## config.mk

```make
export PLATFORM = sky130hd
export DESIGN_NAME = sor_cfg
export DESIGN_NICKNAME = d
export VERILOG_FILES = /design/src/rtl/sor_pkg.sv /design/src/rtl/sor_cfg.sv
export SDC_FILE = /design/constraint.sdc
export NUM_CORES = 1
export LEC_CHECK = 0
export ABC_AREA = 0
export CORE_MARGIN = 4
export CORE_UTILIZATION = 55
export CTS_CLUSTER_SIZE = 8
export DETAILED_ROUTE_END_ITERATION = 10
export DONT_BUFFER_PORTS = 1
export PLACE_DENSITY = 0.7
export SETUP_SLACK_MARGIN = 0.5
export SYNTH_ARGS = -nofsm -noshare
export SYNTH_HDL_FRONTEND = slang
export SYNTH_SLANG_ARGS = --single-unit
```

## constraint.sdc

```tcl
create_clock -name i_clk -period 3.2 [get_ports i_clk]
set_input_delay 0.64 -clock i_clk [delete_from_list [all_inputs] [get_ports i_clk]]
set_output_delay 0.64 -clock i_clk [all_outputs]
set_load 0.01 [all_outputs]
```

## src/rtl/sor_pkg.sv

```systemverilog
// ---------------------------------------------------------------------------
// sor_pkg: shared types and arithmetic for the periodic sor poisson solver
// Fixed-point helpers, register indexes and controller/datapath structs.
// ---------------------------------------------------------------------------
`default_nettype none
package sor_pkg;

    localparam int MAX_NODES = 64;
    localparam int FRAC_BITS = 16;
    localparam int IDX_W     = $clog2(MAX_NODES);
    localparam int CNT_W     = $clog2(MAX_NODES + 1);

    localparam logic [3:0] REG_NODE_COUNT     = 4'd0;
    localparam logic [3:0] REG_DX_SQUARED     = 4'd1;
    localparam logic [3:0] REG_INV_DX_SQUARED = 4'd2;
    localparam logic [3:0] REG_INV_TWO_DX     = 4'd3;
    localparam logic [3:0] REG_RELAX_FACTOR   = 4'd4;
    localparam logic [3:0] REG_RESIDUAL_LIMIT = 4'd5;
    localparam logic [3:0] REG_MAX_ITERATIONS = 4'd6;
    localparam logic [3:0] REG_CHECK_INTERVAL = 4'd7;

    typedef enum logic [2:0] {
        KIND_END,
        KIND_RELAX,
        KIND_AVG,
        KIND_FIELD,
        KIND_RES
    } t_kind;

    typedef struct packed {
        logic [6:0]  node_count;
        logic [31:0] dx_squared;
        logic [31:0] inv_dx_squared;
        logic [31:0] inv_two_dx;
        logic [17:0] relax_factor;
        logic [62:0] residual_limit;
        logic [15:0] max_iterations;
        logic [9:0]  check_interval;
    } t_cfg;

    typedef struct packed {
        logic             load_we;
        logic [IDX_W-1:0] load_addr;
        logic [IDX_W-1:0] raddr_p;
        logic [IDX_W-1:0] raddr_b;
        logic             cap_l;
        logic             cap_c;
        logic             cap_r;
        t_kind            kind;
        logic             p_we;
        logic             p_zero;
        logic [IDX_W-1:0] p_waddr;
        logic             acc_clr;
        logic             acc_en;
        logic             out_load;
        logic [IDX_W-1:0] out_index;
        logic             out_last;
        logic             out_conv;
    } t_cmd;

    typedef struct packed {
        logic out_full;
        logic below_limit;
    } t_stat;

    // round half up after dropping the fraction bits
    function automatic logic signed [63:0] rnd_frac(input logic signed [63:0] v);
        logic signed [63:0] f;
        f = v >>> FRAC_BITS;
        return f + $signed({63'd0, v[FRAC_BITS-1]});
    endfunction

    function automatic logic signed [63:0] rnd_half(input logic signed [63:0] v);
        logic signed [63:0] f;
        f = v >>> 1;
        return f + $signed({63'd0, v[0]});
    endfunction

    function automatic logic signed [31:0] sat32(input logic signed [63:0] v);
        logic signed [31:0] r;
        if (v > 64'sd2147483647) begin
            r = 32'sh7FFFFFFF;
        end else if (v < -64'sd2147483648) begin
            r = 32'sh80000000;
        end else begin
            r = v[31:0];
        end
        return r;
    endfunction

endpackage
`default_nettype wire

```

## src/rtl/sor_cfg.sv

```systemverilog
// ---------------------------------------------------------------------------
// sor_cfg: configuration register file
// Holds the solver registers, written through the configuration channel.
// ---------------------------------------------------------------------------
`default_nettype none
module sor_cfg (
    input  wire logic          i_clk,
    input  wire logic          i_rst_n,
    input  wire logic          i_cfg_valid,
    output logic               o_cfg_ready,
    input  wire logic [3:0]    i_cfg_index,
    input  wire logic [63:0]   i_cfg_data,
    output sor_pkg::t_cfg      o_cfg
);

    sor_pkg::t_cfg r_cfg;

    assign o_cfg_ready = 1'b1;
    assign o_cfg       = r_cfg;

    always_ff @(posedge i_clk) begin
        if (!i_rst_n) begin
            r_cfg.node_count     <= 7'd64;
            r_cfg.dx_squared     <= 32'd655;
            r_cfg.inv_dx_squared <= 32'd6553600;
            r_cfg.inv_two_dx     <= 32'd327680;
            r_cfg.relax_factor   <= 18'd91750;
            r_cfg.residual_limit <= 63'd274878;
            r_cfg.max_iterations <= 16'd10000;
            r_cfg.check_interval <= 10'd50;
        end else if (i_cfg_valid) begin
            case (i_cfg_index)
                sor_pkg::REG_NODE_COUNT:     r_cfg.node_count     <= i_cfg_data[6:0];
                sor_pkg::REG_DX_SQUARED:     r_cfg.dx_squared     <= i_cfg_data[31:0];
                sor_pkg::REG_INV_DX_SQUARED: r_cfg.inv_dx_squared <= i_cfg_data[31:0];
                sor_pkg::REG_INV_TWO_DX:     r_cfg.inv_two_dx     <= i_cfg_data[31:0];
                sor_pkg::REG_RELAX_FACTOR:   r_cfg.relax_factor   <= i_cfg_data[17:0];
                sor_pkg::REG_RESIDUAL_LIMIT: r_cfg.residual_limit <= i_cfg_data[62:0];
                sor_pkg::REG_MAX_ITERATIONS: r_cfg.max_iterations <= i_cfg_data[15:0];
                sor_pkg::REG_CHECK_INTERVAL: r_cfg.check_interval <= i_cfg_data[9:0];
                default: begin
                end
            endcase
        end
    end

endmodule
`default_nettype wire

```

Word-level counts from Yosys, hierarchy flattened
Cells that the tools add are included.
{"block": "totals", "register_bits": 210, "input_bits": 71, "output_inout_bits": 211, "word_cells": 24}
{"block": "op_classes", "eq_ne": 7, "n_reduce_logical": 9}
{"cell": "4-bit by 3-bit == test with 1-bit output, second input constant", "count": 4}
{"cell": "2-bit AND reduction", "count": 8}
{"cell": "4-bit by 2-bit == test with 1-bit output, second input constant", "count": 2}
{"cell": "4-bit by 1-bit == test with 1-bit output, second input constant", "count": 1}
{"cell": "4-bit zero test", "count": 1}

Logic depth before layout (Yosys ltp)
Gate-level depths: netlist of the first run.
{"block": "logic_depth", "ltp_word": 2, "ltp_mapped": 7, "ltp_nobuf": 3}

Worst setup path before layout of the first run
OpenSTA, ideal clock, no wires.
{"block": "synth_timing", "kind": "input-to-reg", "from": "in i_cfg_index[0]", "to": "reg r_cfg (netlist bit o_cfg[177])", "setup_ns": 0.124, "t_arrival_ns": 1.542, "t_required_ns": 3.076, "setup_slack_ns": 1.534, "cell_stages": 7, "n_path_buf": 4, "cell_sequence": "buf_4 nor2b_4 buf_6 and2_0 buf_2 buf_6 mux2i_1"}
{"block": "synth_between", "elab_chain_len": 2}
{"item": "start, declared", "line_no": "sor_cfg.sv:11", "rtl": "input wire logic [3:0] i_cfg_index,"}
{"item": "4-bit by 1-bit == test with 1-bit output", "line_no": "sor_cfg.sv:32", "rtl": "case (i_cfg_index)"}
{"item": "2-bit AND reduction (no source line)"}
{"item": "end, declared", "line_no": "sor_cfg.sv:16", "rtl": "sor_pkg::t_cfg r_cfg;"}
No other way between the ends.
A chain may end at the register's enable or synchronous reset.

Final worst setup path of the first run
{"block": "layout_timing", "from": "in i_cfg_index[3]", "to": "reg r_cfg (netlist bit o_cfg[68])"}
{"block": "layout_between", "elab_chain_len": 2}
{"item": "4-bit by 3-bit == test with 1-bit output", "line_no": "sor_cfg.sv:32"}
{"item": "2-bit AND reduction (no source line)"}
No other way between the ends.

==> results.yml, run 1 <==
worst_setup_path:
  cpMaxStageDelayCell: "nand3b_1"
  crit_chain: "nand3b_1, nor2_4, buf_4, mux2i_1"
  crit_buf_inv: 1
  critPathCaptureType: "flip-flop"
  r2r_slack_ns: 2.39
  r2r-start: "o_cfg[98]"
  crit_start: "i_cfg_index[3]"
  worstReg2RegEnd: "o_cfg[98]"
  path_depth: 4
  cp_max_fo: 32
  critical_path.endpoint: "o_cfg[68]"
  critPathArrivalTime_ns: 2.15
  worstSetupPathType: "input pin to flip-flop"
  reg2reg_depth: 2
  cpLargestDelayFamily: "simple AND/OR/NAND/NOR gates"
  worst_path_largest_cell_delay_ns: 0.51
  critPathLaunchType: "input pin"
  crit_required_ns: 3.64
layout:
  antenna-diode-count: 0
  drive_gt1_share_pct: 6.35
  fin_nets: 859
  largest_reg_flops: 210
  fin_util_pct: 61.8
  fillers: 1127
  syn_to_final_growth_pct: 9.61
floorplan:
  die_h_um: 128
  die_w_um: 128
  ios: 282
  die_area_um2: 16300
  rows: 43
  coreArea_um2: 14000
  start_util_pct: 56.4
yosys:
  synth_warnings: 0
  netlist_area_um2: 7890
  synth.avg_cell_area_um2: 9.76
  ys_seq_area_share_pct: 53.3
  synth_nets: 879
  ys_types: 29
  synth-seq-cells: 210
  netlist_instances: 808
global_routing:
  grt_overflow: 0
  grtUsageTotal_pct: 24.5
  grt_first_pass_wirelength_um: 32200
  antenna_found_initial: 0
  grt_max_degree: 261
  grt_pass1_vias: 5874
timing:
  rsz0062_at_grt: "false"
  maxSlewHeadroom_pct: 50.6
  finalMaxSlewViolations: 0
  hold_viol: 0
  setup_tns_ns: 0
  period_needed_ns: 1.72
  timing.final.crit_share_pct: 53.6
  fmaxAchievable_mhz: 583
  setup_viol: 0
  worst_slew_pin_slew_ns: 0.739
  skew_ns: 0
  fin_ws_ns: 1.48
place:
  port-buffer-count: 0
  gp_congestion: 0.791
  place_hpwl_um: 14600
  place_worst_setup_slack_ns: 0.949
cts:
  cts_buffer_depth: 3
  cts_sinks: 210
  cts_buffers: 30
  cts.repair.resized: 0
  clkSlewWorstSetupHoldPaths_ns: 0.05
  h-tree-depth: 1
  cts_tree: "done"
  cts_root_buf: "clkbuf_16"
  ctsHoldBuffers: 0
  clk_latency_ns: 0.52
  cts_setup_buffers: 0
route:
  drt-initial-drc-count: 385
  drtAntennaViolNets: 0
  drcViolationCount: 0
  totalWireLength_um: 21000
  avgRoutedWirePerCell_um: 21.7
  vias: 5640
  viasPerCell: 5.83
  drt_pass1_iterations: 5
hold_path:
  hold_class: "input pin to flip-flop"
power:
  report.power.total_mw: 5.53
  power_leakage_nw: 3.83
  switching_share_pct: 21.3
  p_sw_mw: 1.18
  clockPowerShare_pct: 48.1
  internal-power_mw: 4.35
  p_comb_share_pct: 2.9
  ir_drop_mv: 0.404
  p_per_area_nw_per_um2: 639
  power_frac_seq_pct: 49.0
run:
  max_cap_viol_count: 0
run_status:
  status: "finished clean"
## worst reg2reg max path, cell delays in order, from the launching register on
cell and delay [ns]:
dfxtp_1 0.35, a211oi_1 0.27, a21oi_1 0.06
## power by group through the flow
stage,logic [mW],clock network (mW),registers (mW)
3_5_place_dp,0.162,0,2.76
3_3_place_gp,0.154,0,2.76
5_1_grt,0.180,2.82,2.71
4_1_cts,0.163,2.71,2.71
6_report,0.162,2.66,2.71
2_1_floorplan,0.173,0,2.74
## worst min path at each step
stage | from | endpoint | slack (ns) | cells after the start
detailed placement | o_cfg[75] | o_cfg[75] | 0.50 | 2
floorplan | o_cfg[128] | o_cfg[128] | 0.48 | 2
global placement | o_cfg[74] | o_cfg[74] | 0.49 | 2
finish | i_rst_n | o_cfg[20] | 0.19 | 1
CTS | i_rst_n | o_cfg[23] | 0.19 | 1
global route | i_rst_n | o_cfg[23] | 0.18 | 1
## cell usage in the layout (no fill, tap or decap), types with 8 or more instances in the layout
cell type and count:
clkbuf_16 30, o211ai_1 8, a211oi_1 10, mux2i_1 176
o21ai_0 15, nor2_1 11, dfxtp_1 210, a21oi_1 10
nand2_1 237, nand3_1 39, buf_4 9, inv_1 9
## final cells by class
class                      instances  area, um2  area share, %
clock inverter                     2       25.0          0.289
multi-input combinational        527       3320           38.4
tap                              180        225           2.61
clock buffer                      30        751           8.68
sequential                       210       4200           48.6
timing repair buffer              10       87.6           1.01
inverter                           9       33.8          0.391
## routing by layer
metal	global-route usage (%)	wire length, um	vias to the layer above
met5	0	0	-
met4	7.74	551	0
met3	10.1	2470	40
met2	40.5	9960	266
met1	29.1	8020	2705
li1	-	-	2629
## metrics by stage
step           area [um2]  hold WS [ns]  instances
2_1_floorplan        7890         0.479        808
3_3_place_gp         7870         0.491        936
3_5_place_dp         7870         0.498        936
4_1_cts              8640         0.186        968
5_1_grt              8640         0.178        968
6_report             8640         0.193        968
## cell usage after synthesis
library cell | number | area [um2]
nand2_1 | 237 | 890
dfxtp_1 | 210 | 4200
mux2i_1 | 176 | 1760
nand3_1 | 40 | 200
clkbuf_1 | 30 | 113
o21ai_0 | 15 | 75.1
buf_2 | 14 | 70.1
buf_4 | 12 | 90.1
nor2_1 | 11 | 41.3
a211oi_1 | 10 | 75.1
a21oi_1 | 10 | 50.1
inv_1 | 9 | 33.8
o211ai_1 | 8 | 60.1
buf_6 | 6 | 67.6
nand2_2 | 3 | 18.8
nor2b_1 | 3 | 18.8
nand2b_1 | 2 | 12.5
a211o_1 | 1 | 8.76
and2_0 | 1 | 6.26
and2_1 | 1 | 6.26
and3_1 | 1 | 6.26
and3b_1 | 1 | 8.76
and4_1 | 1 | 8.76
conb_1 | 1 | 3.75
nand3b_1 | 1 | 7.51
nor2_2 | 1 | 6.26
nor2b_4 | 1 | 13.8
nor3_2 | 1 | 10.0
nor3b_4 | 1 | 18.8
## kinds of logic after synthesis
| logic type | Yosys count | synth area share (%) |
|---|---|---|
| mux | 176 | 22.3 |
| other cells | 1 | 0.0476 |
| flops | 210 | 53.3 |
| buf+inv | 71 | 4.74 |
| simple gates | 306 | 16.2 |
| compound gates | 44 | 3.41 |
(Power assumes the default switching activity.)
==> run 2: changes to the inputs <==
--- a/config.mk
+++ b/config.mk
@@ -11,7 +11,7 @@
 export CTS_CLUSTER_SIZE = 8
 export DETAILED_ROUTE_END_ITERATION = 10
 export DONT_BUFFER_PORTS = 1
-export PLACE_DENSITY = 0.7
+export PLACE_DENSITY = 0.73
 export SETUP_SLACK_MARGIN = 0.5
 export SYNTH_ARGS = -nofsm -noshare
 export SYNTH_HDL_FRONTEND = slang
==> constraint.sdc (replaced) <==
create_clock -name i_clk -period 1.4 [get_ports i_clk]
set_input_delay 0.28 -clock i_clk [delete_from_list [all_inputs] [get_ports i_clk]]
set_output_delay 0.28 -clock i_clk [all_outputs]
set_load 0.01 [all_outputs]
==> run 2 against run 1 <==
Compared with the run above: the run now ends with hold timing left; via count is 6.8% higher; non-clock buffer count is 59 higher; worst setup slack worse by 1.3 ns; count of clock-buffer cells in the layout is 1 higher; critical path type is now flip-flop to output port; critical endpoint is now o_cfg[90]; largest power group is now clock; highest routed layer unchanged.
==> results.yml, run 2 (synthesized netlist as in run 1, its figures left out) <==
timing:
  fin_ws_ns: 0.233
  rsz0062_at_grt: "true"
  setup_tns_ns: 0
  whs_ns: -0.0838
  period_needed_ns: 1.17
  hold_viol: 28
  finalMaxSlewViolations: 0
  fmaxAchievable_mhz: 857
  timing.final.crit_share_pct: 83.4
  skew_ns: 0
  setup_viol: 0
power:
  ir_drop_mv: 0.973
  p_per_area_nw_per_um2: 1290
  power_leakage_nw: 4.25
  report.power.total_mw: 12.7
layout:
  mostFrequentLayoutCells: "nand2_1 (236), mux2i_1 (176), dfxtp_2 (114)"
  fin_util_pct: 70.3
  fin_nets: 918
  fin_area_um2: 9830
  syn_to_final_growth_pct: 24.7
  antenna-diode-count: 0
  largest_reg_flops: 210
  stdcell_count: 1027
  drive_gt1_share_pct: 33.6
  layout_commonest_cell: "nand2_1"
cts:
  clk_latency_ns: 0.51
  cts_buffers: 30
  cts_tree: "done"
  cts_root_buf: "clkbuf_16"
  cts_setup_buffers: 0
  cts_buffer_depth: 3
  cts_sinks: 210
  h-tree-depth: 1
  clkSlewWorstSetupHoldPaths_ns: 0.05
floorplan:
  rows: 43
  die_area_um2: 16300
  die_w_um: 128
  coreArea_um2: 14000
  die_h_um: 128
  start_util_pct: 56.4
  ios: 282
worst_setup_path:
  cp_max_fo: 2
  critPathArrivalTime_ns: 0.89
  worstSetupPathType: "flip-flop to output port"
  critPathLaunchType: "flip-flop"
  crit_required_ns: 1.12
  critPathCaptureType: "output port"
place:
  place_area_um2: 8130
  gp_congestion: 0.791
  place_hpwl_um: 14900
  port-buffer-count: 0
  dp.cells: 953
  place_worst_setup_slack_ns: 0.0325
run_status:
  violations: "hold timing"
  status: "finished, violations left"
global_routing:
  antenna_found_initial: 0
  grt_overflow: 0
  grt_pass1_vias: 6210
  grt_max_degree: 261
  grtUsageTotal_pct: 26.3
  grt_first_pass_wirelength_um: 34600
run:
  max_cap_viol_count: 0
route:
  drt-initial-drc-count: 302
  vias: 6026
  viasPerCell: 5.87
  avgRoutedWirePerCell_um: 22.2
  drcViolationCount: 0
  drt_pass1_iterations: 5
  totalWireLength_um: 22800
  drtAntennaViolNets: 0
hold_path:
  hold_class: "input pin to flip-flop"
run 2: path summary, 6_finish.rpt:
path | start | endpoint | slack, ns | cells past startpoint
worst max-delay path | o_cfg[90] | o_cfg[90] | 0.23 | 0
worst min-delay path | i_cfg_data[12] | o_cfg[38] | -0.08 | 2
worst max register to register | o_cfg[173] | o_cfg[173] | 0.61 | 2
worst min register to register | o_cfg[78] | o_cfg[78] | 0.48 | 2
run 2: power breakdown:
group          leakage [nW]  total (mW)  switching [mW]  internal [mW]
clock network         0.386        6.14            2.31           3.83
logic                  2.07       0.531           0.291          0.240
registers              1.80        6.04           0.108           5.93
run 2: cell type report:
class                   count  area (um2)
clock buffers              31         776
multi-input cells         527        3360
repair buffers             69         723
well taps                 180         225
flip-flops and latches    210        4710
inverters                   9        33.8
fillers                   938        4150
clock inverters             1        8.76
run 2: worst reg2reg max path, stage by stage, from the launching register on:
cell      delay (ns)
dfxtp_4         0.35
a211oi_1        0.27
a21oi_2         0.04
run 2: what timing repair did:
| action | CTS | global route |
|---|---|---|
| hold endpoints to repair | 209 | 152 |
| setup endpoints to repair | 210 | 210 |
| resized for setup | 260 | 46 |
| hold buffers | 36 | 6 |
run 2: metal layers:
metal / GRT usage [%] / wire length [um] / vias to the layer above
met2: 45.0 / 11100 / 302
met4: 7.68 / 645 / 0
met1: 30.4 / 8510 / 2907
li1: - / - / 2764
met5: 0 / 0 / -
met3: 10.3 / 2550 / 53
