[src/rtl/sor_pkg.sv]
// ---------------------------------------------------------------------------
// sor_pkg: shared types and arithmetic for the periodic sor poisson solver
// Fixed-point helpers, register indexes and controller/datapath structs.
// ---------------------------------------------------------------------------
`default_nettype none
package sor_pkg;

    localparam int MAX_NODES = 64;
    localparam int FRAC_BITS = 16;
    localparam int IDX_W     = $clog2(MAX_NODES);
    localparam int CNT_W     = $clog2(MAX_NODES + 1);

    localparam logic [3:0] REG_NODE_COUNT     = 4'd0;
    localparam logic [3:0] REG_DX_SQUARED     = 4'd1;
    localparam logic [3:0] REG_INV_DX_SQUARED = 4'd2;
    localparam logic [3:0] REG_INV_TWO_DX     = 4'd3;
    localparam logic [3:0] REG_RELAX_FACTOR   = 4'd4;
    localparam logic [3:0] REG_RESIDUAL_LIMIT = 4'd5;
    localparam logic [3:0] REG_MAX_ITERATIONS = 4'd6;
    localparam logic [3:0] REG_CHECK_INTERVAL = 4'd7;

    typedef enum logic [2:0] {
        KIND_END,
        KIND_RELAX,
        KIND_AVG,
        KIND_FIELD,
        KIND_RES
    } t_kind;

    typedef struct packed {
        logic [6:0]  node_count;
        logic [31:0] dx_squared;
        logic [31:0] inv_dx_squared;
        logic [31:0] inv_two_dx;
        logic [17:0] relax_factor;
        logic [62:0] residual_limit;
        logic [15:0] max_iterations;
        logic [9:0]  check_interval;
    } t_cfg;

    typedef struct packed {
        logic             load_we;
        logic [IDX_W-1:0] load_addr;
        logic [IDX_W-1:0] raddr_p;
        logic [IDX_W-1:0] raddr_b;
        logic             cap_l;
        logic             cap_c;
        logic             cap_r;
        t_kind            kind;
        logic             p_we;
        logic             p_zero;
        logic [IDX_W-1:0] p_waddr;
        logic             acc_clr;
        logic             acc_en;
        logic             out_load;
        logic [IDX_W-1:0] out_index;
        logic             out_last;
        logic             out_conv;
    } t_cmd;

    typedef struct packed {
        logic out_full;
        logic below_limit;
    } t_stat;

    // round half up after dropping the fraction bits
    function automatic logic signed [63:0] rnd_frac(input logic signed [63:0] v);
        logic signed [63:0] f;
        f = v >>> FRAC_BITS;
        return f + $signed({63'd0, v[FRAC_BITS-1]});
    endfunction

    function automatic logic signed [63:0] rnd_half(input logic signed [63:0] v);
        logic signed [63:0] f;
        f = v >>> 1;
        return f + $signed({63'd0, v[0]});
    endfunction

    function automatic logic signed [31:0] sat32(input logic signed [63:0] v);
        logic signed [31:0] r;
        if (v > 64'sd2147483647) begin
            r = 32'sh7FFFFFFF;
        end else if (v < -64'sd2147483648) begin
            r = 32'sh80000000;
        end else begin
            r = v[31:0];
        end
        return r;
    endfunction

endpackage
`default_nettype wire

[src/rtl/sor_ctrl.sv]
// ---------------------------------------------------------------------------
// sor_ctrl: solver sequencer
// Loads values, clears the potentials, runs sweeps and residual checks,
// averages the ends and walks the results out.
// ---------------------------------------------------------------------------
`default_nettype none
module sor_ctrl (
    input  wire logic          i_clk,
    input  wire logic          i_rst_n,
    input  sor_pkg::t_cfg      i_cfg,
    input  sor_pkg::t_stat     i_stat,
    input  wire logic          i_s_valid,
    input  wire logic          i_s_last,
    output logic               o_s_ready,
    output sor_pkg::t_cmd      o_cmd
);

    typedef enum logic [2:0] {
        ST_LOAD,
        ST_CLEAR,
        ST_SWEEP,
        ST_RES,
        ST_CMP,
        ST_AVG,
        ST_OUT
    } t_state;

    localparam logic [3:0] STEP_LAST = 4'd8;

    t_state                      r_state;
    logic [3:0]                  r_step;
    logic [sor_pkg::IDX_W-1:0]   r_k;
    logic [sor_pkg::CNT_W-1:0]   r_load;
    logic [15:0]                 r_sweep;
    logic [9:0]                  r_chk;
    logic                        r_conv;

    logic [sor_pkg::CNT_W-1:0]   n_nodes;
    logic [sor_pkg::IDX_W-1:0]   k_last, k_pen;
    logic [9:0]                  ci_last;
    logic [sor_pkg::IDX_W-1:0]   a_l, a_c, a_r, a_b;
    logic                        s_acc;
    logic                        op_done;
    logic [16:0]                 sweep_inc;

    always_comb begin
        if (i_cfg.node_count < 7'd4) begin
            n_nodes = 7'd4;
        end else if (i_cfg.node_count > 7'(sor_pkg::MAX_NODES)) begin
            n_nodes = 7'(sor_pkg::MAX_NODES);
        end else begin
            n_nodes = i_cfg.node_count;
        end
    end

    assign k_last    = sor_pkg::IDX_W'(n_nodes - 7'd1);
    assign k_pen     = sor_pkg::IDX_W'(n_nodes - 7'd2);
    assign ci_last   = (i_cfg.check_interval == 10'd0) ? 10'd0 : i_cfg.check_interval - 10'd1;
    assign s_acc     = i_s_valid && (r_state == ST_LOAD);
    assign o_s_ready = (r_state == ST_LOAD);
    assign op_done   = (r_step == STEP_LAST);
    assign sweep_inc = 17'(r_sweep) + 17'd1;

    // operand addresses of the current node operation
    always_comb begin
        a_l = r_k - 1'b1;
        a_c = r_k;
        a_r = r_k + 1'b1;
        a_b = r_k;
        case (r_state)
            ST_SWEEP, ST_OUT: begin
                if (r_k == '0 || r_k == k_last) begin
                    a_l = k_pen;
                    a_r = sor_pkg::IDX_W'(1);
                end
            end
            ST_RES: begin
                if (r_k == k_pen) begin
                    a_l = k_pen;
                    a_c = '0;
                    a_r = sor_pkg::IDX_W'(1);
                    a_b = '0;
                end else if (r_k == k_last) begin
                    a_l = k_pen;
                    a_r = sor_pkg::IDX_W'(1);
                end else begin
                    a_l = r_k;
                    a_c = r_k + 1'b1;
                    a_r = r_k + 2'd2;
                    a_b = r_k + 1'b1;
                end
            end
            ST_AVG: begin
                a_l = '0;
                a_r = k_last;
            end
            default: begin
            end
        endcase
    end

    always_comb begin
        o_cmd           = '0;
        o_cmd.kind      = sor_pkg::KIND_END;
        o_cmd.load_we   = s_acc && (r_load < 7'(sor_pkg::MAX_NODES));
        o_cmd.load_addr = r_load[sor_pkg::IDX_W-1:0];
        o_cmd.raddr_p   = (r_step == 4'd0) ? a_l : ((r_step == 4'd1) ? a_c : a_r);
        o_cmd.raddr_b   = a_b;
        o_cmd.cap_l     = (r_step == 4'd1);
        o_cmd.cap_c     = (r_step == 4'd2);
        o_cmd.cap_r     = (r_step == 4'd3);
        o_cmd.p_waddr   = r_k;
        o_cmd.out_index = r_k;
        o_cmd.out_last  = (r_k == k_last);
        o_cmd.out_conv  = r_conv;
        case (r_state)
            ST_CLEAR: begin
                o_cmd.p_we   = 1'b1;
                o_cmd.p_zero = 1'b1;
            end
            ST_SWEEP: begin
                o_cmd.kind = (r_k == '0 || r_k == k_last) ? sor_pkg::KIND_END
                                                          : sor_pkg::KIND_RELAX;
                o_cmd.p_we = op_done;
            end
            ST_RES: begin
                o_cmd.kind    = sor_pkg::KIND_RES;
                o_cmd.acc_clr = (r_k == '0) && (r_step == 4'd0);
                o_cmd.acc_en  = op_done;
            end
            ST_AVG: begin
                o_cmd.kind    = sor_pkg::KIND_AVG;
                o_cmd.p_we    = (r_step >= STEP_LAST);
                o_cmd.p_waddr = op_done ? '0 : k_last;
            end
            ST_OUT: begin
                o_cmd.kind     = sor_pkg::KIND_FIELD;
                o_cmd.out_load = op_done && !i_stat.out_full;
            end
            default: begin
            end
        endcase
    end

    always_ff @(posedge i_clk) begin
        if (!i_rst_n) begin
            r_state <= ST_LOAD;
            r_step  <= '0;
            r_k     <= '0;
            r_load  <= '0;
            r_sweep <= '0;
            r_chk   <= '0;
            r_conv  <= 1'b0;
        end else begin
            case (r_state)
                ST_LOAD: begin
                    if (s_acc) begin
                        if (r_load < 7'(sor_pkg::MAX_NODES)) begin
                            r_load <= r_load + 1'b1;
                        end
                        if (i_s_last) begin
                            r_state <= ST_CLEAR;
                            r_k     <= '0;
                            r_conv  <= 1'b0;
                        end
                    end
                end
                ST_CLEAR: begin
                    r_step <= '0;
                    if (r_k == k_last) begin
                        r_k     <= '0;
                        r_sweep <= '0;
                        r_chk   <= '0;
                        r_state <= (i_cfg.max_iterations == 16'd0) ? ST_AVG : ST_SWEEP;
                    end else begin
                        r_k <= r_k + 1'b1;
                    end
                end
                ST_SWEEP, ST_RES: begin
                    if (op_done) begin
                        r_step <= '0;
                        if (r_k == k_last) begin
                            r_k <= '0;
                            if (r_state == ST_RES) begin
                                r_state <= ST_CMP;
                            end else if (r_chk == 10'd0) begin
                                r_state <= ST_RES;
                            end else begin
                                r_chk <= (r_chk == ci_last) ? 10'd0 : r_chk + 1'b1;
                                if (sweep_inc < 17'(i_cfg.max_iterations)) begin
                                    r_sweep <= sweep_inc[15:0];
                                end else begin
                                    r_state <= ST_AVG;
                                end
                            end
                        end else begin
                            r_k <= r_k + 1'b1;
                        end
                    end else begin
                        r_step <= r_step + 1'b1;
                    end
                end
                ST_CMP: begin
                    r_step <= '0;
                    r_k    <= '0;
                    if (i_stat.below_limit) begin
                        r_conv  <= 1'b1;
                        r_state <= ST_AVG;
                    end else begin
                        r_chk <= (r_chk == ci_last) ? 10'd0 : r_chk + 1'b1;
                        if (sweep_inc < 17'(i_cfg.max_iterations)) begin
                            r_sweep <= sweep_inc[15:0];
                            r_state <= ST_SWEEP;
                        end else begin
                            r_state <= ST_AVG;
                        end
                    end
                end
                ST_AVG: begin
                    if (r_step > STEP_LAST) begin
                        r_step  <= '0;
                        r_k     <= '0;
                        r_state <= ST_OUT;
                    end else begin
                        r_step <= r_step + 1'b1;
                    end
                end
                ST_OUT: begin
                    if (op_done) begin
                        if (!i_stat.out_full) begin
                            r_step <= '0;
                            if (r_k == k_last) begin
                                r_k     <= '0;
                                r_load  <= '0;
                                r_state <= ST_LOAD;
                            end else begin
                                r_k <= r_k + 1'b1;
                            end
                        end
                    end else begin
                        r_step <= r_step + 1'b1;
                    end
                end
                default: begin
                    r_state <= ST_LOAD;
                end
            endcase
        end
    end

`ifndef SYNTHESIS
    a_step_bound: assert property (@(posedge i_clk) disable iff (!i_rst_n)
        r_step <= STEP_LAST + 4'd1)
        else $error("step counter out of range");
    a_node_bound: assert property (@(posedge i_clk) disable iff (!i_rst_n)
        (r_state != ST_LOAD) |-> (7'(r_k) < n_nodes))
        else $error("node index beyond node count");
    a_sweep_bound: assert property (@(posedge i_clk) disable iff (!i_rst_n)
        (r_state == ST_SWEEP) |-> (r_sweep < i_cfg.max_iterations))
        else $error("sweep beyond max iterations");
    a_out_wait: assert property (@(posedge i_clk) disable iff (!i_rst_n)
        o_cmd.out_load |-> !i_stat.out_full)
        else $error("result loaded over a pending transaction");
`endif

endmodule
`default_nettype wire

[config.mk]
export PLATFORM = sky130hd
export DESIGN_NAME = sor_ctrl
export DESIGN_NICKNAME = d
export VERILOG_FILES = /design/src/rtl/sor_pkg.sv /design/src/rtl/sor_ctrl.sv
export SDC_FILE = /design/constraint.sdc
export NUM_CORES = 1
export LEC_CHECK = 0
export BUFFER_PORTS_ARGS = -buffer_cell sky130_fd_sc_hd__buf_2
export CELL_PAD_IN_SITES_DETAIL_PLACEMENT = 1
export CELL_PAD_IN_SITES_GLOBAL_PLACEMENT = 2
export CORE_MARGIN = 1
export CORE_UTILIZATION = 22
export DETAILED_ROUTE_END_ITERATION = 7
export PLACE_DENSITY_LB_ADDON = 0.25
export SLEW_MARGIN = 20
export SYNTH_ARGS = -nofsm -noshare
export SYNTH_HDL_FRONTEND = slang
export SYNTH_SLANG_ARGS = --single-unit
[constraint.sdc]
create_clock -name i_clk -period 4.8 [get_ports i_clk]
set_clock_uncertainty 0.1 [all_clocks]
set_input_delay 0.96 -clock i_clk [delete_from_list [all_inputs] [get_ports i_clk]]
set_output_delay 0.96 -clock i_clk [all_outputs]
set_load 0.03 [all_outputs]
# After elaboration in Yosys (flattened, before gate mapping)
# Index checks and enable logic that the tools add are counted.
# word_totals
out_inout_bits	45
elab_cells	157
regBits	47
input_bits	216
# classes
n_mux	79
n_addsub	10
eq_ne	29
reduce_logical	26
order_cmp	6
# ops
cell	count
two-way mux 6 bit	22
two-way mux 16 bit	7
two-way mux 10 bit	8
case mux 16 bit (3 select lines)	1
two-way mux 3 bit	15
case mux 6 bit (3 select lines)	2
case mux 6 bit (6 select lines)	1
two-way mux 7 bit	5
case mux 10 bit (3 select lines)	1
!= test 2 bit, second input constant	12
logical NOT 10 bit	2
case mux 3 bit (6 select lines)	1
adder 16 x 1 -> 17 bit, second input constant	1
less-than comparator 17 x 16 -> 1 bit	1
logical NOT 16 bit	1
two-way mux 4 bit	4
case mux 4 bit (4 select lines)	1
case mux 7 bit (2 select lines)	1
AND reduction 7 bit	2
== test 6 bit	2
case mux 3 bit (4 select lines)	1
subtractor 6 x 1 -> 6 bit, second input constant	2
adder 10 x 1 -> 10 bit, second input constant	1
== test 10 bit	1
other kinds (39)	55

# Depth between registers and ports, before layout
# Gate-level depths: netlist of the first run.
# depth
word_depth	10
mapped_depth	17
depth_no_buf	15

# Worst setup path after synthesis of the first run
# No wires, ideal clock.
# synth_path
kind	input port to output port
startpoint	input port i_cfg[207] (netlist bit)
endpoint	output port o_cmd[36] (netlist bit)
n_path_buf	2
required_time_ns	3.740
setup_slack_ns	-1.146
path_stages	14
t_arrival_ns	4.886
cell_sequence	buf_6 -> or4_4 -> nand2b_1 -> ha_1 -> a21boi_0 -> o21ai_0 -> or3_2 -> and4_1 -> buf_2 -> nand2_2 -> inv_2 -> o32ai_2 -> o32ai_1 -> a211oi_1
# synth_rtl
item	line	source
start, declared	sor_ctrl.sv:10	input sor_pkg::t_cfg i_cfg,
end, declared	sor_ctrl.sv:15	output sor_pkg::t_cmd o_cmd

==> results of run 1 <==
## cell families (layout without fill, tap and decap cells)
logic type / Yosys count / count (layout) / synth area share [%]
compound gates: 193 / 193 / 26.0
flops: 47 / 47 / 18.2
simple gates: 284 / 284 / 29.9
buf+inv: 79 / 228 / 7.32
fa+ha+maj: 34 / 34 / 8.21
mux: 6 / 6 / 1.16
xor+xnor: 53 / 53 / 9.22
## layout make-up
cell class | instances | area (um^2) | share of cell area (%)
sequential | 47 | 941 | 13.0
clock inverter | 2 | 12.5 | 0.173
timing repair buffer | 181 | 1270 | 17.6
multi-input combinational | 570 | 4330 | 59.9
clock buffer | 6 | 129 | 1.78
inverter | 39 | 149 | 2.06
tap | 313 | 392 | 5.42
## worst max-delay path by stage
stage | to | slack, ns | cells after the start
2_1_floorplan | o_cmd[31] | -0.16 | 17
3_3_place_gp | o_cmd[32] | -0.47 | 14
3_5_place_dp | o_cmd[34] | -0.54 | 14
4_1_cts | o_cmd[33] | -0.29 | 16
5_1_grt | o_cmd[36] | -0.44 | 16
6_report | o_cmd[33] | -0.30 | 16
## power groups by stage
stage | combinational, mW | clock, mW | sequential, mW
floorplan | 0.999 | 0 | 0.458
global placement | 1.46 | 0 | 0.455
detailed placement | 1.48 | 0 | 0.457
CTS | 1.64 | 0.384 | 0.448
global route | 1.80 | 0.392 | 0.452
finish | 1.67 | 0.363 | 0.447
## per-layer routing
metal	vias up	GRT usage, %	share of wire (%)
met4	0	4.06	1.7
met1	2858	21.1	45
met2	105	29.6	49
li1	2839	-	-
met5	-	0	0
met3	20	2.59	3.5
## registers in the layout, indices dropped and copies added (netlist names)
name,count
r_sweep,16
r_chk,10
r_step,4
r_k,6
r_conv,1
r_load,7
r_state,3
## synthesized netlist by cell type (14+ instances only)
cell type,n,area (um^2)
sky130_fd_sc_hd__a21oi_1,38,190
sky130_fd_sc_hd__clkbuf_1,19,71.3
sky130_fd_sc_hd__dfxtp_1,47,941
sky130_fd_sc_hd__ha_1,34,425
sky130_fd_sc_hd__inv_1,38,143
sky130_fd_sc_hd__nand2_1,65,244
sky130_fd_sc_hd__nand3_1,29,145
sky130_fd_sc_hd__nand4_1,14,87.6
sky130_fd_sc_hd__nor2_1,52,195
sky130_fd_sc_hd__nor3_1,18,90.1
sky130_fd_sc_hd__o21ai_0,34,170
sky130_fd_sc_hd__o22ai_1,15,93.8
sky130_fd_sc_hd__xnor2_1,27,236
sky130_fd_sc_hd__xor2_1,25,219
## repair_timing
item	4_1_cts	5_1_grt
buffers inserted	16	7
gates resized for setup	66	21
setup endpoints to repair	14	13
pin swaps	32	20
cloned	0	0
## cell usage in the layout, fill, tap and decap left out, drive strengths merged, types with 5 or more instances in the layout
cell    instances
xor2           25
ha             34
mux2i           6
a31oi           9
a221oi          8
nor4           11
and3           12
o21a           13
nor3           19
dfxtp          47
nand4          16
o21ai          38
or4             5
inv            39
and2            7
a21oi          38
nor3b           6
nand3b          6
nand2b          7
nand2          66
nor2b          14
nor2           52
nand3          29
buf           181
xnor2          27
a21boi         12
o22ai          15
nor4b           5
clkbuf          6
or3            12
o211ai          5
a211oi         12
## worst max-delay path, delay by kind of cell
family / cells / cell delay [ns]
xor+xnor: 1 / 0.31
fa+ha+maj: 1 / 0.16
compound gates: 3 / 0.80
simple gates: 4 / 0.90
buf+inv: 7 / 0.90
==> impl_summary.txt, run 1 <==
----------------------------------------------------
[Status]
  Outcome ... finished with violations
  Failing checks ... setup timing

[Critical path]
  R2r startpoint ... r_sweep[0]
  Nature of the critical path endpoint ... primary output
  Depth of the worst register-to-register path ... 13
  Reg2Reg Capture Point ... r_sweep[15]
  Delay contributed by the slowest stage of the critical path ... 0.55 ns
  Beginning of the critical path ... i_cfg[208]
  Arrival @ worst endpoint ... 4.04 ns
  Slowest cell on the critical path ... sky130_fd_sc_hd__or4_4
  Cell with the most instances on the worst path ... sky130_fd_sc_hd__buf_4
  Register-to-register path setup slack ... 1.10 ns
  Required time of the critical path ... 3.74 ns
  Cells along the critical path ... buf_8, or4_4, nand2b_4, buf_6, ha_4, buf_4, buf_4, xnor3_1, a211oi_1, nand4_1, buf_6, buf_8, a21o_1, a221oi_2, nor3_2, buf_4
  Category of the worst setup path launch point ... input port
  Max Fanout on Critical Path ... 6
  Kind of critical path ... in2out

[Global routing]
  Number of global-route vias before repair ... 5,959
  Overall track demand over capacity in global routing ... 16.7%
  Initial antenna violation count ... 0
  GRT overflow ... 0
  Largest net degree at the start of global routing ... 30
  Wire length of the first global-routing pass ... 32,100 um

[Floorplan]
  Area of the core region ... 22,800 um^2
  Std-Cell Rows ... 55
  Y dimension of the die ... 155 um
  Initial core utilization ... 22.7%
  Die W ... 155 um
  Number of primary I/O pins ... 261
  Area of the die ... 24,200 um^2

[STA]
  Setup repair after global routing missed its margin ... yes
  Hold slack final ... 0.393 ns
  Worst-Margin Slew ... 0.847 ns
  Min Clock Period, post-route ... 5.10 ns
  Tcrit/Tclk final ... 106%
  Slew Limit Headroom ... 43.0%
  Final worst slack ... -0.303 ns
  Final Setup Violations ... 12
  Upper clock frequency limit ... 0.196 GHz
  Number of max-slew violations in the final report ... 0
  Hold Violations, Final ... 0
  Summed negative setup slack over all endpoints ... -2.56 ns

[Clocking]
  Clock buffers created by TritonCTS ... 5
  Clock net sink count ... 47
  Cts hold-fix bufs ... 0
  Clock root buffer master ... sky130_fd_sc_hd__clkbuf_16
  Maximum number of buffers from clock root to sink ... 2
  Clock insertion delay at the later pin of the skew report ... 0.30 ns
  Clock tree from TritonCTS ... built
  CTS HTree Levels ... 2
  Clock-pin slew reported for the worst setup and hold paths after clock tree synthesis ... 0.07 ns

[Synthesis]
  Number of enable flip-flop cells after synthesis ... 0
  Dominant synthesized flop cell ... sky130_fd_sc_hd__dfxtp_1
  Proportion of synthesized flip-flops having asynchronous set or reset ... 0%
  Count of synthesis-stage warnings from yosys ... 0
  Sequential-to-total area share from yosys stat ... 18.2%
  Syn Area/Cell ... 7.44 um^2
  Number of cells produced by synthesis ... 696
  #FFs+latches synth ... 47
  Post-Synthesis Cell Area ... 5180 um^2
  Net Count, Synth ... 946
  Number of distinct standard cells referenced by the synthesized netlist ... 84

[Place]
  Standard cell area after detailed placement ... 6530 um^2
  Final RePlAce weighted congestion ... 0.881
  Buffers added on ports ... 83
  Placed Cells ... 1,127
  Dpl ws ... -0.543 ns
  Post-detailed-placement half-perimeter wirelength ... 16,100 um

[Pwr]
  Leakage Power ... 3.00 nW
  Maximum vdd ir drop ... 0.218 mV
  Internal power contribution ... 1.25 mW
  Net switching power figure ... 1.24 mW
  Total Power Consumption ... 2.48 mW
  Switching share of total power ... 49.8%
  Power share of the clock group ... 14.6%
  Sequential share of power ... 18.0%
  Pwr per Cell Area ... 343 nW/um^2
  Combinational fraction of design power ... 67.4%

[Detailed routing]
  Routed wire length ... 20,300 um
  Routed vias ... 5,822
  Violation count after the first detailed-routing iteration ... 274
  Detail-routed net length per standard cell ... 17.5 um
  Final ANT Viol Nets ... 0
  Avg Vias per Cell ... 5.03
  DRC Markers ... 0
  First-pass detailed-route iteration total ... 4

[Hold path]
  Worst Hold Path EP ... r_conv
  Worst hold path type ... reg2reg
  Hold Path Origin ... r_conv
  Number of instances on the worst hold path ... 2

[Final layout]
  Post-layout util ... 31.6%
  # fillers ... 2,803
  Post-route cell area ... 7230 um^2
  Count of inserted antenna diode cells ... 0
  Share of final-layout standard cells stronger than drive strength 1 ... 31.7%
  Number of nets in the finished design ... 1,094
  Signed area change from the synthesized netlist to the final layout ... 39.5%
  Non-filler cells, final ... 1,158

[Run]
  Number of max-cap violations ... 0

----------------------------------------------------
(Power assumes the default switching activity.)
==> run 2: changes to the inputs <==
- ABC_AREA: unset -> 1
- CORE_MARGIN: 1 -> unset
- CORE_UTILIZATION: 22 -> 20
- SKIP_CTS_REPAIR_TIMING: unset -> 1
==> impl_summary.txt, run 2 <==
----------------------------------------------------
[Global routing]
  Largest net degree at the start of global routing ... 29 (-3.3%)
  Initial antenna violation count ... 0 (unchanged)
  GRT overflow ... 0 (unchanged)
  Number of global-route vias before repair ... 6,263 (+5.1%)
  Overall track demand over capacity in global routing ... 14.7% (-2.0 points)
  Wire length of the first global-routing pass ... 32,900 um (+2.6%)

[Pwr]
  Pwr per Cell Area ... 344 nW/um^2 (about the same)
  Maximum vdd ir drop ... 0.151 mV (-31%)
  Leakage Power ... 3.38 nW (+13%)

[Clocking]
  CTS HTree Levels ... 2 (unchanged)
  Clock root buffer master ... sky130_fd_sc_hd__clkbuf_16
  Maximum number of buffers from clock root to sink ... 2 (unchanged)
  Clock-pin slew reported for the worst setup and hold paths after clock tree synthesis ... 0.07 ns (about the same)
  Clock insertion delay at the later pin of the skew report ... 0.29 ns (about the same)
  Clock net sink count ... 47 (unchanged)
  Clock tree from TritonCTS ... built
  Clock buffers created by TritonCTS ... 5 (unchanged)

[Synthesis]
  Cell with the most instances after synthesis ... sky130_fd_sc_hd__nand2_1
  Share of cell area taken by muxes after synthesis ... 0% (-1.2 points)
  Combinational family with the most area after synthesis ... simple AND/OR/NAND/NOR gates
  Library cell occupying the most area in the post-synthesis netlist ... sky130_fd_sc_hd__nand2_1
  Post-Synthesis Cell Area ... 5360 um^2 (+3.4%)
  Number of distinct standard cells referenced by the synthesized netlist ... 40 (-52%)
  Count of synthesis-stage warnings from yosys ... 0 (unchanged)
  Dominant synthesized flop cell ... sky130_fd_sc_hd__dfxtp_1
  Number of enable flip-flop cells after synthesis ... 0 (unchanged)
  Xor/xnor share of the synthesized area ... 5.72% (-3.5 points)
  Syn Area/Cell ... 5.77 um^2 (-22%)
  Proportion of netlist area held by the largest area contributor ... 18.4% (+0.27 points)
  Net Count, Synth ... 1,178 (+25%)
  Number of cells produced by synthesis ... 928 (+33%)
  Sequential-to-total area share from yosys stat ... 17.6% (-0.59 points)
  Leading post-synthesis cells by cell area ... sky130_fd_sc_hd__nand2_1 18%, sky130_fd_sc_hd__dfxtp_1 18%, sky130_fd_sc_hd__nand3_1 9.5%, sky130_fd_sc_hd__inv_1 8.9%, sky130_fd_sc_hd__ha_1 7.9%
  Adder and majority cell fraction of the synthesized area ... 7.94% (-0.27 points)
  Top post-synthesis cells by count ... 263 x sky130_fd_sc_hd__nand2_1, 127 x sky130_fd_sc_hd__inv_1, 102 x sky130_fd_sc_hd__nand3_1, 91 x sky130_fd_sc_hd__nor2_1, 47 x sky130_fd_sc_hd__dfxtp_1
  Synth Area in Compound Gates ... 10.5% (-15 points)
  Proportion of synthesized flip-flops having asynchronous set or reset ... 0% (unchanged)
  #FFs+latches synth ... 47 (unchanged)
  Simple-Gate Fraction of Synth Area ... 45.3% (+15 points)

[Critical path]
  Required time of the critical path ... 3.74 ns (about the same)
  Delay contributed by the slowest stage of the critical path ... 0.42 ns (-0.13 ns)
  R2r startpoint ... r_sweep[0]
  Slowest cell on the critical path ... sky130_fd_sc_hd__ha_1
  Gate family responsible for the most delay along the worst path ... simple AND/OR/NAND/NOR gates
  Cells along the critical path ... buf_2, nor2_4, nand2_4, nand2_2, nand2_2, ha_1, xor2_1, nand3_1, nor2_1, nand3_1, inv_1, nand2_1, buf_12, nand2_1, nand2_1, nand2_1, nand2_1, nand3_1, nand2_1, nand2_1, clkbuf_4
  Category of the worst setup path launch point ... input port
  Cell with the most instances on the worst path ... sky130_fd_sc_hd__nand2_1
  Kind of critical path ... in2out
  Nature of the critical path endpoint ... primary output
  Number of buffer and inverter instances along the worst setup path ... 4 (-3)
  Arrival @ worst endpoint ... 3.44 ns (-0.60 ns)
  Beginning of the critical path ... i_cfg[207]
  Max Fanout on Critical Path ... 8 (+2)

[STA]
  Upper clock frequency limit ... 0.222 GHz (+13%)
  Setup repair after global routing missed its margin ... no
  Min Clock Period, post-route ... 4.50 ns (-0.606 ns)
  Tcrit/Tclk final ... 93.7% (-13 points)
  Final Setup Violations ... 0 (-12)
  Hold slack final ... 0.358 ns (-0.0347 ns)
  Summed negative setup slack over all endpoints ... 0 ns (+2.56 ns)
  Hold Violations, Final ... 0 (unchanged)
  Number of max-slew violations in the final report ... 0 (unchanged)
  Slew Limit Headroom ... 39.7% (-3.4 points)
  Worst-Margin Slew ... 0.897 ns (+0.0502 ns)

[Final layout]
  Combined area of the multi-input logic cells ... 3740 um^2 (-14%)
  Largest regs ... r_sweep x16, r_chk x10, r_load x7
  Most common cell after layout, fill and taps aside ... sky130_fd_sc_hd__nand2_1
  Number of flip-flops under the largest register name ... 16 (unchanged)
  Post-layout util ... 24.7% (-6.9 points)
  Largest register by flop count ... r_sweep
  Commonest non-fill, non-tap cells in the layout ... 262 x sky130_fd_sc_hd__nand2_1, 127 x sky130_fd_sc_hd__inv_1, 102 x sky130_fd_sc_hd__nand3_1
  Non-filler cells, final ... 1,354 (+17%)
  Signed area change from the synthesized netlist to the final layout ... 20.6%
  Share of final-layout standard cells stronger than drive strength 1 ... 15.3% (-16 points)
  Count of inserted antenna diode cells ... 0 (unchanged)
  Number of nets in the finished design ... 1,268 (+16%)
  # fillers ... 3,416 (+22%)
  Sequential Area ... 941 um^2 (unchanged)

[Detailed routing]
  Routed vias ... 6,115 (+5.0%)
  Detail-routed net length per standard cell ... 14.5 um (-17%)
  Routed wire length ... 19,700 um (-3.0%)
  Avg Vias per Cell ... 4.52 (-10%)
  DRC Markers ... 17 (+17)
  Final ANT Viol Nets ... 0 (unchanged)
  Violation count after the first detailed-routing iteration ... 244 (-11%)
  First-pass detailed-route iteration total ... 6 (+2)

[Status]
  Outcome ... finished with violations
  Failing checks ... DRC

[Floorplan]
  Y dimension of the die ... 166 um (+6.5%)
  Die W ... 166 um (+6.5%)
  Area of the die ... 27,400 um^2 (+14%)
  Area of the core region ... 26,100 um^2 (+14%)
  Initial core utilization ... 20.5% (-2.2 points)
  Number of primary I/O pins ... 261 (unchanged)
  Std-Cell Rows ... 59 (+7.3%)

[Hold path]
  Worst hold path type ... reg2reg
  Hold Path Origin ... r_load[6]

[Place]
  Buffers added on ports ... 83 (unchanged)
  Post-detailed-placement half-perimeter wirelength ... 16,200 um (+0.82%)
  Placed Cells ... 1,346 (+19%)
  Final RePlAce weighted congestion ... 0.805 (-8.6%)

[Run]
  Number of max-cap violations ... 0 (unchanged)

----------------------------------------------------
==> run 2: cell types whose count changed in the layout (fill, tap and decap cells not counted), moves of 19 or more <==
cell and change:
sky130_fd_sc_hd__buf_4 -63, sky130_fd_sc_hd__buf_6 -19, sky130_fd_sc_hd__inv_1 +89, sky130_fd_sc_hd__nand2_1 +199, sky130_fd_sc_hd__nand3_1 +73, sky130_fd_sc_hd__nand4_1 +21
sky130_fd_sc_hd__nor2_1 +42, sky130_fd_sc_hd__xnor2_1 -23
==> run 2: worst paths after layout <==
check | to | depth (start not counted) | slack, ns
max | o_cmd[32] | 21 | 0.30
min | r_load[6] | 2 | 0.36
max reg2reg | r_sweep[2] | 22 | 0.96
min reg2reg | r_load[6] | 2 | 0.36
==> run 2: layout make-up <==
| cell class | count | area share, % |
|---|---|---|
| clock buffer | 8 | 2.42 |
| inverter | 141 | 8.20 |
| multi-input combinational | 709 | 57.9 |
| sequential | 47 | 14.6 |
| tap | 335 | 6.49 |
| timing repair buffer | 114 | 10.5 |
==> run 2: logic make-up after synthesis <==
| family | count (synthesis) |
|---|---|
| DFF | 47 |
| AOI/OAI and AO/OA | 101 |
| adders and majority gates | 34 |
| and+or+nand+nor | 539 |
| buffers and inverters | 172 |
| xor gates and xnor gates | 35 |
==> run 2: worst register-to-register path, delay by kind of cell (launching register included) <==
kind                     cells  cell delay, ns
AO/OA/AOI/OAI                1            0.13
adder cells (fa/ha/maj)      2            0.50
XOR/XNOR                     1            0.23
buffers and inverters        2            0.28
flip-flops                   1            0.39
AND/OR/NAND/NOR             16            2.09
==> run 2: metrics by stage <==
step           power, mW  instance area [um^2]  worst slack, ns
2_1_floorplan       1.49                  5360           0.0640
3_3_place_gp        1.87                  6290            0.252
3_5_place_dp        1.87                  6290            0.268
4_1_cts             2.26                  6440            0.258
5_1_grt             2.45                  6460           0.0148
6_report            2.22                  6460            0.303
==> run 2: routing by layer <==
| metal | up-vias | wire length (um) | GRT usage (%) |
|---|---|---|---|
| li1 | 3167 | - | - |
| met2 | 83 | 9590 | 26.5 |
| met3 | 17 | 490 | 1.05 |
| met1 | 2848 | 9190 | 18.9 |
| met5 | - | 0 | 0 |
| met4 | 0 | 380 | 3.90 |
==> run 2: power by group <==
part           internal [mW]  switching (mW)
clock                  0.222           0.152
sequential             0.447          0.0589
combinational          0.416           0.923
==> run 3: changes to the inputs <==
- CORE_ASPECT_RATIO: unset -> 1.2
==> impl_summary.txt, run 3 (synthesis results as in run 2) <==
----------------------------------------------------
[Status]
  Outcome ... finished clean

[Global routing]
  Wire length of the first global-routing pass ... 32,200 um (-2.2%)
  Busiest layer in global routing ... met2
  Grt met2 use ... 28.1% (+1.6 points)
  Largest net degree at the start of global routing ... 27 (-6.9%)
  Number of global-route vias before repair ... 6,074 (-3.0%)
  Met1 usage in global routing ... 18.3% (-0.67 points)
  Initial antenna violation count ... 0 (unchanged)
  GRT overflow ... 0 (unchanged)
  Overall track demand over capacity in global routing ... 15.1% (+0.37 points)
  Met3 track utilization from global routing ... 1.49% (+0.44 points)

[Detailed routing]
  Routed wire length ... 20,400 um (+3.6%)
  Routed vias ... 6,098 (-0.28%)
  Detail-routed net length per standard cell ... 15.1 um (+4.0%)
  Violation count after the first detailed-routing iteration ... 111 (-55%)
  Final ANT Viol Nets ... 0 (unchanged)
  DRC Markers ... 0 (-17)
  First-pass detailed-route iteration total ... 4 (-2)
  Avg Vias per Cell ... 4.52 (about the same)

[Clocking]
  CTS HTree Levels ... 2 (unchanged)
  Clock root buffer master ... sky130_fd_sc_hd__clkbuf_16
  Clock tree from TritonCTS ... built
  Clock insertion delay at the later pin of the skew report ... 0.30 ns (about the same)
  Clock net sink count ... 47 (unchanged)
  Clock buffers created by TritonCTS ... 5 (unchanged)
  Clock-pin slew reported for the worst setup and hold paths after clock tree synthesis ... 0.06 ns (about the same)
  Maximum number of buffers from clock root to sink ... 2 (unchanged)

[Place]
  Final RePlAce weighted congestion ... 0.862 (+7.1%)
  Post-detailed-placement half-perimeter wirelength ... 16,500 um (+2.0%)
  Placed Cells ... 1,342 (-0.30%)
  Buffers added on ports ... 83 (unchanged)
  Dpl ws ... 0.132 ns (-0.136 ns)

[Hold path]
  Worst hold path type ... reg2reg
  Hold Path Origin ... r_load[6]
  Worst Hold Path EP ... r_load[6]
  Number of instances on the worst hold path ... 2 (unchanged)

[STA]
  Tcrit/Tclk final ... 94.9% (+1.2 points)
  Number of max-slew violations in the final report ... 0 (unchanged)
  Hold Violations, Final ... 0 (unchanged)
  Setup repair after global routing missed its margin ... no
  Summed negative setup slack over all endpoints ... 0 ns (unchanged)
  Slew Limit Headroom ... 60.5% (+21 points)
  Worst-Margin Slew ... 0.591 ns (-0.306 ns)
  Min Clock Period, post-route ... 4.55 ns (+0.0573 ns)
  Final worst slack ... 0.246 ns (-0.0573 ns)
  Final Setup Violations ... 0 (unchanged)
  Upper clock frequency limit ... 0.220 GHz (-1.3%)

[Critical path]
  Slowest cell on the critical path ... sky130_fd_sc_hd__ha_1
  Arrival @ worst endpoint ... 3.49 ns (+0.05 ns)
  Required time of the critical path ... 3.74 ns (about the same)
  Nature of the critical path endpoint ... primary output
  R2r startpoint ... r_sweep[0]
  Category of the worst setup path launch point ... input port
  Depth of the worst register-to-register path ... 22 (unchanged)
  Reg2Reg Capture Point ... r_sweep[2]
  Cells along the critical path ... buf_2, nor2_4, nand2_4, nand2_1, ha_1, nand3_2, clkinv_1, nand2_1, nand2_1, nand2_1, nand2_1, nand2_1, nor2_4, nand2_4, ha_1, o22ai_2, o211ai_1, nand2_1, buf_2
  Delay contributed by the slowest stage of the critical path ... 0.33 ns (-0.09 ns)
  Kind of critical path ... in2out
  Cell with the most instances on the worst path ... sky130_fd_sc_hd__nand2_1
  Max Fanout on Critical Path ... 13 (+5)
  Register-to-register path setup slack ... 0.77 ns (-0.19 ns)
  Gate family responsible for the most delay along the worst path ... simple AND/OR/NAND/NOR gates
  Number of buffer and inverter instances along the worst setup path ... 3 (-1)

[Floorplan]
  Number of primary I/O pins ... 261 (unchanged)
  Area of the core region ... 26,300 um^2 (+0.52%)
  Std-Cell Rows ... 65 (+10%)
  Initial core utilization ... 20.4% (-0.11 points)
  Area of the die ... 27,400 um^2 (about the same)
  Y dimension of the die ... 181 um (+9.4%)
  Die W ... 151 um (-8.6%)

[Pwr]
  Total Power Consumption ... 2.27 mW (+2.5%)
  Leakage Power ... 3.35 nW (-0.84%)
  Maximum vdd ir drop ... 0.126 mV (-16%)
  Pwr per Cell Area ... 355 nW/um^2 (+3.3%)

[Final layout]
  Commonest non-fill, non-tap cells in the layout ... 262 x sky130_fd_sc_hd__nand2_1, 127 x sky130_fd_sc_hd__inv_1, 101 x sky130_fd_sc_hd__nand3_1
  # fillers ... 3,443 (+0.79%)
  Count of inserted antenna diode cells ... 0 (unchanged)
  Signed area change from the synthesized netlist to the final layout ... 19.7%
  Largest register by flop count ... r_sweep
  Non-filler cells, final ... 1,349 (-0.37%)
  Most common cell after layout, fill and taps aside ... sky130_fd_sc_hd__nand2_1
  Share of final-layout standard cells stronger than drive strength 1 ... 15.0% (-0.32 points)
  Number of flip-flops under the largest register name ... 16 (unchanged)
  Number of nets in the finished design ... 1,264 (-0.32%)
  Largest regs ... r_sweep x16, r_chk x10, r_load x7

[Run]
  Number of max-cap violations ... 0 (unchanged)

----------------------------------------------------
-- run 3: area by class of cell --
| type | count | area, um^2 | share of cell area [%] |
|---|---|---|---|
| tap | 335 | 419 | 6.54 |
| timing repair buffer | 110 | 621 | 9.68 |
| multi-input combinational | 709 | 3740 | 58.3 |
| clock buffer | 5 | 125 | 1.95 |
| clock inverter | 2 | 37.5 | 0.585 |
| inverter | 141 | 529 | 8.26 |
| sequential | 47 | 941 | 14.7 |
-- run 3: worst max-delay path by stage --
| stage | from | to | slack (ns) | depth (start not counted) |
|---|---|---|---|---|
| after floorplan | i_cfg[209] | o_cmd[31] | 0.06 | 19 |
| after global placement | i_cfg[208] | o_cmd[32] | 0.14 | 22 |
| after detailed placement | i_cfg[208] | o_cmd[32] | 0.13 | 22 |
| after CTS | i_cfg[208] | o_cmd[32] | 0.12 | 22 |
| after global routing | i_cfg[207] | o_cmd[32] | 0.004 | 23 |
| final | i_cfg[207] | o_cmd[31] | 0.25 | 19 |
-- run 3: stage by stage --
stage / cell area [um^2] / util, % / hold WS (ns)
after floorplan: 5360 / - / 0.331
after global placement: 6230 / 23.7 / 0.340
after detailed placement: 6230 / 23.7 / 0.360
after CTS: 6400 / 24.3 / 0.371
after global routing: 6410 / 24.4 / 0.401
final: 6410 / 24.4 / 0.365
-- run 3: power by group --
group          total [mW]  internal [mW]  switching (mW)
Sequential          0.503          0.447          0.0568
Combinational        1.36          0.417           0.948
Clock               0.407          0.243           0.163
Total                2.27           1.11            1.17
-- run 3: per-layer routing --
| layer | routed length (um) | up-vias |
|---|---|---|
| li1 | - | 3154 |
| met1 | 9010 | 2825 |
| met2 | 10600 | 103 |
| met3 | 537 | 16 |
| met4 | 249 | 0 |
| met5 | 0 | - |
-- run 3: tightest hold or removal path, stage by stage, from the launching register on --
cell and delay [ns]:
sky130_fd_sc_hd__dfxtp_1 0.30, sky130_fd_sc_hd__inv_1 0.06, sky130_fd_sc_hd__a21oi_1 0.06
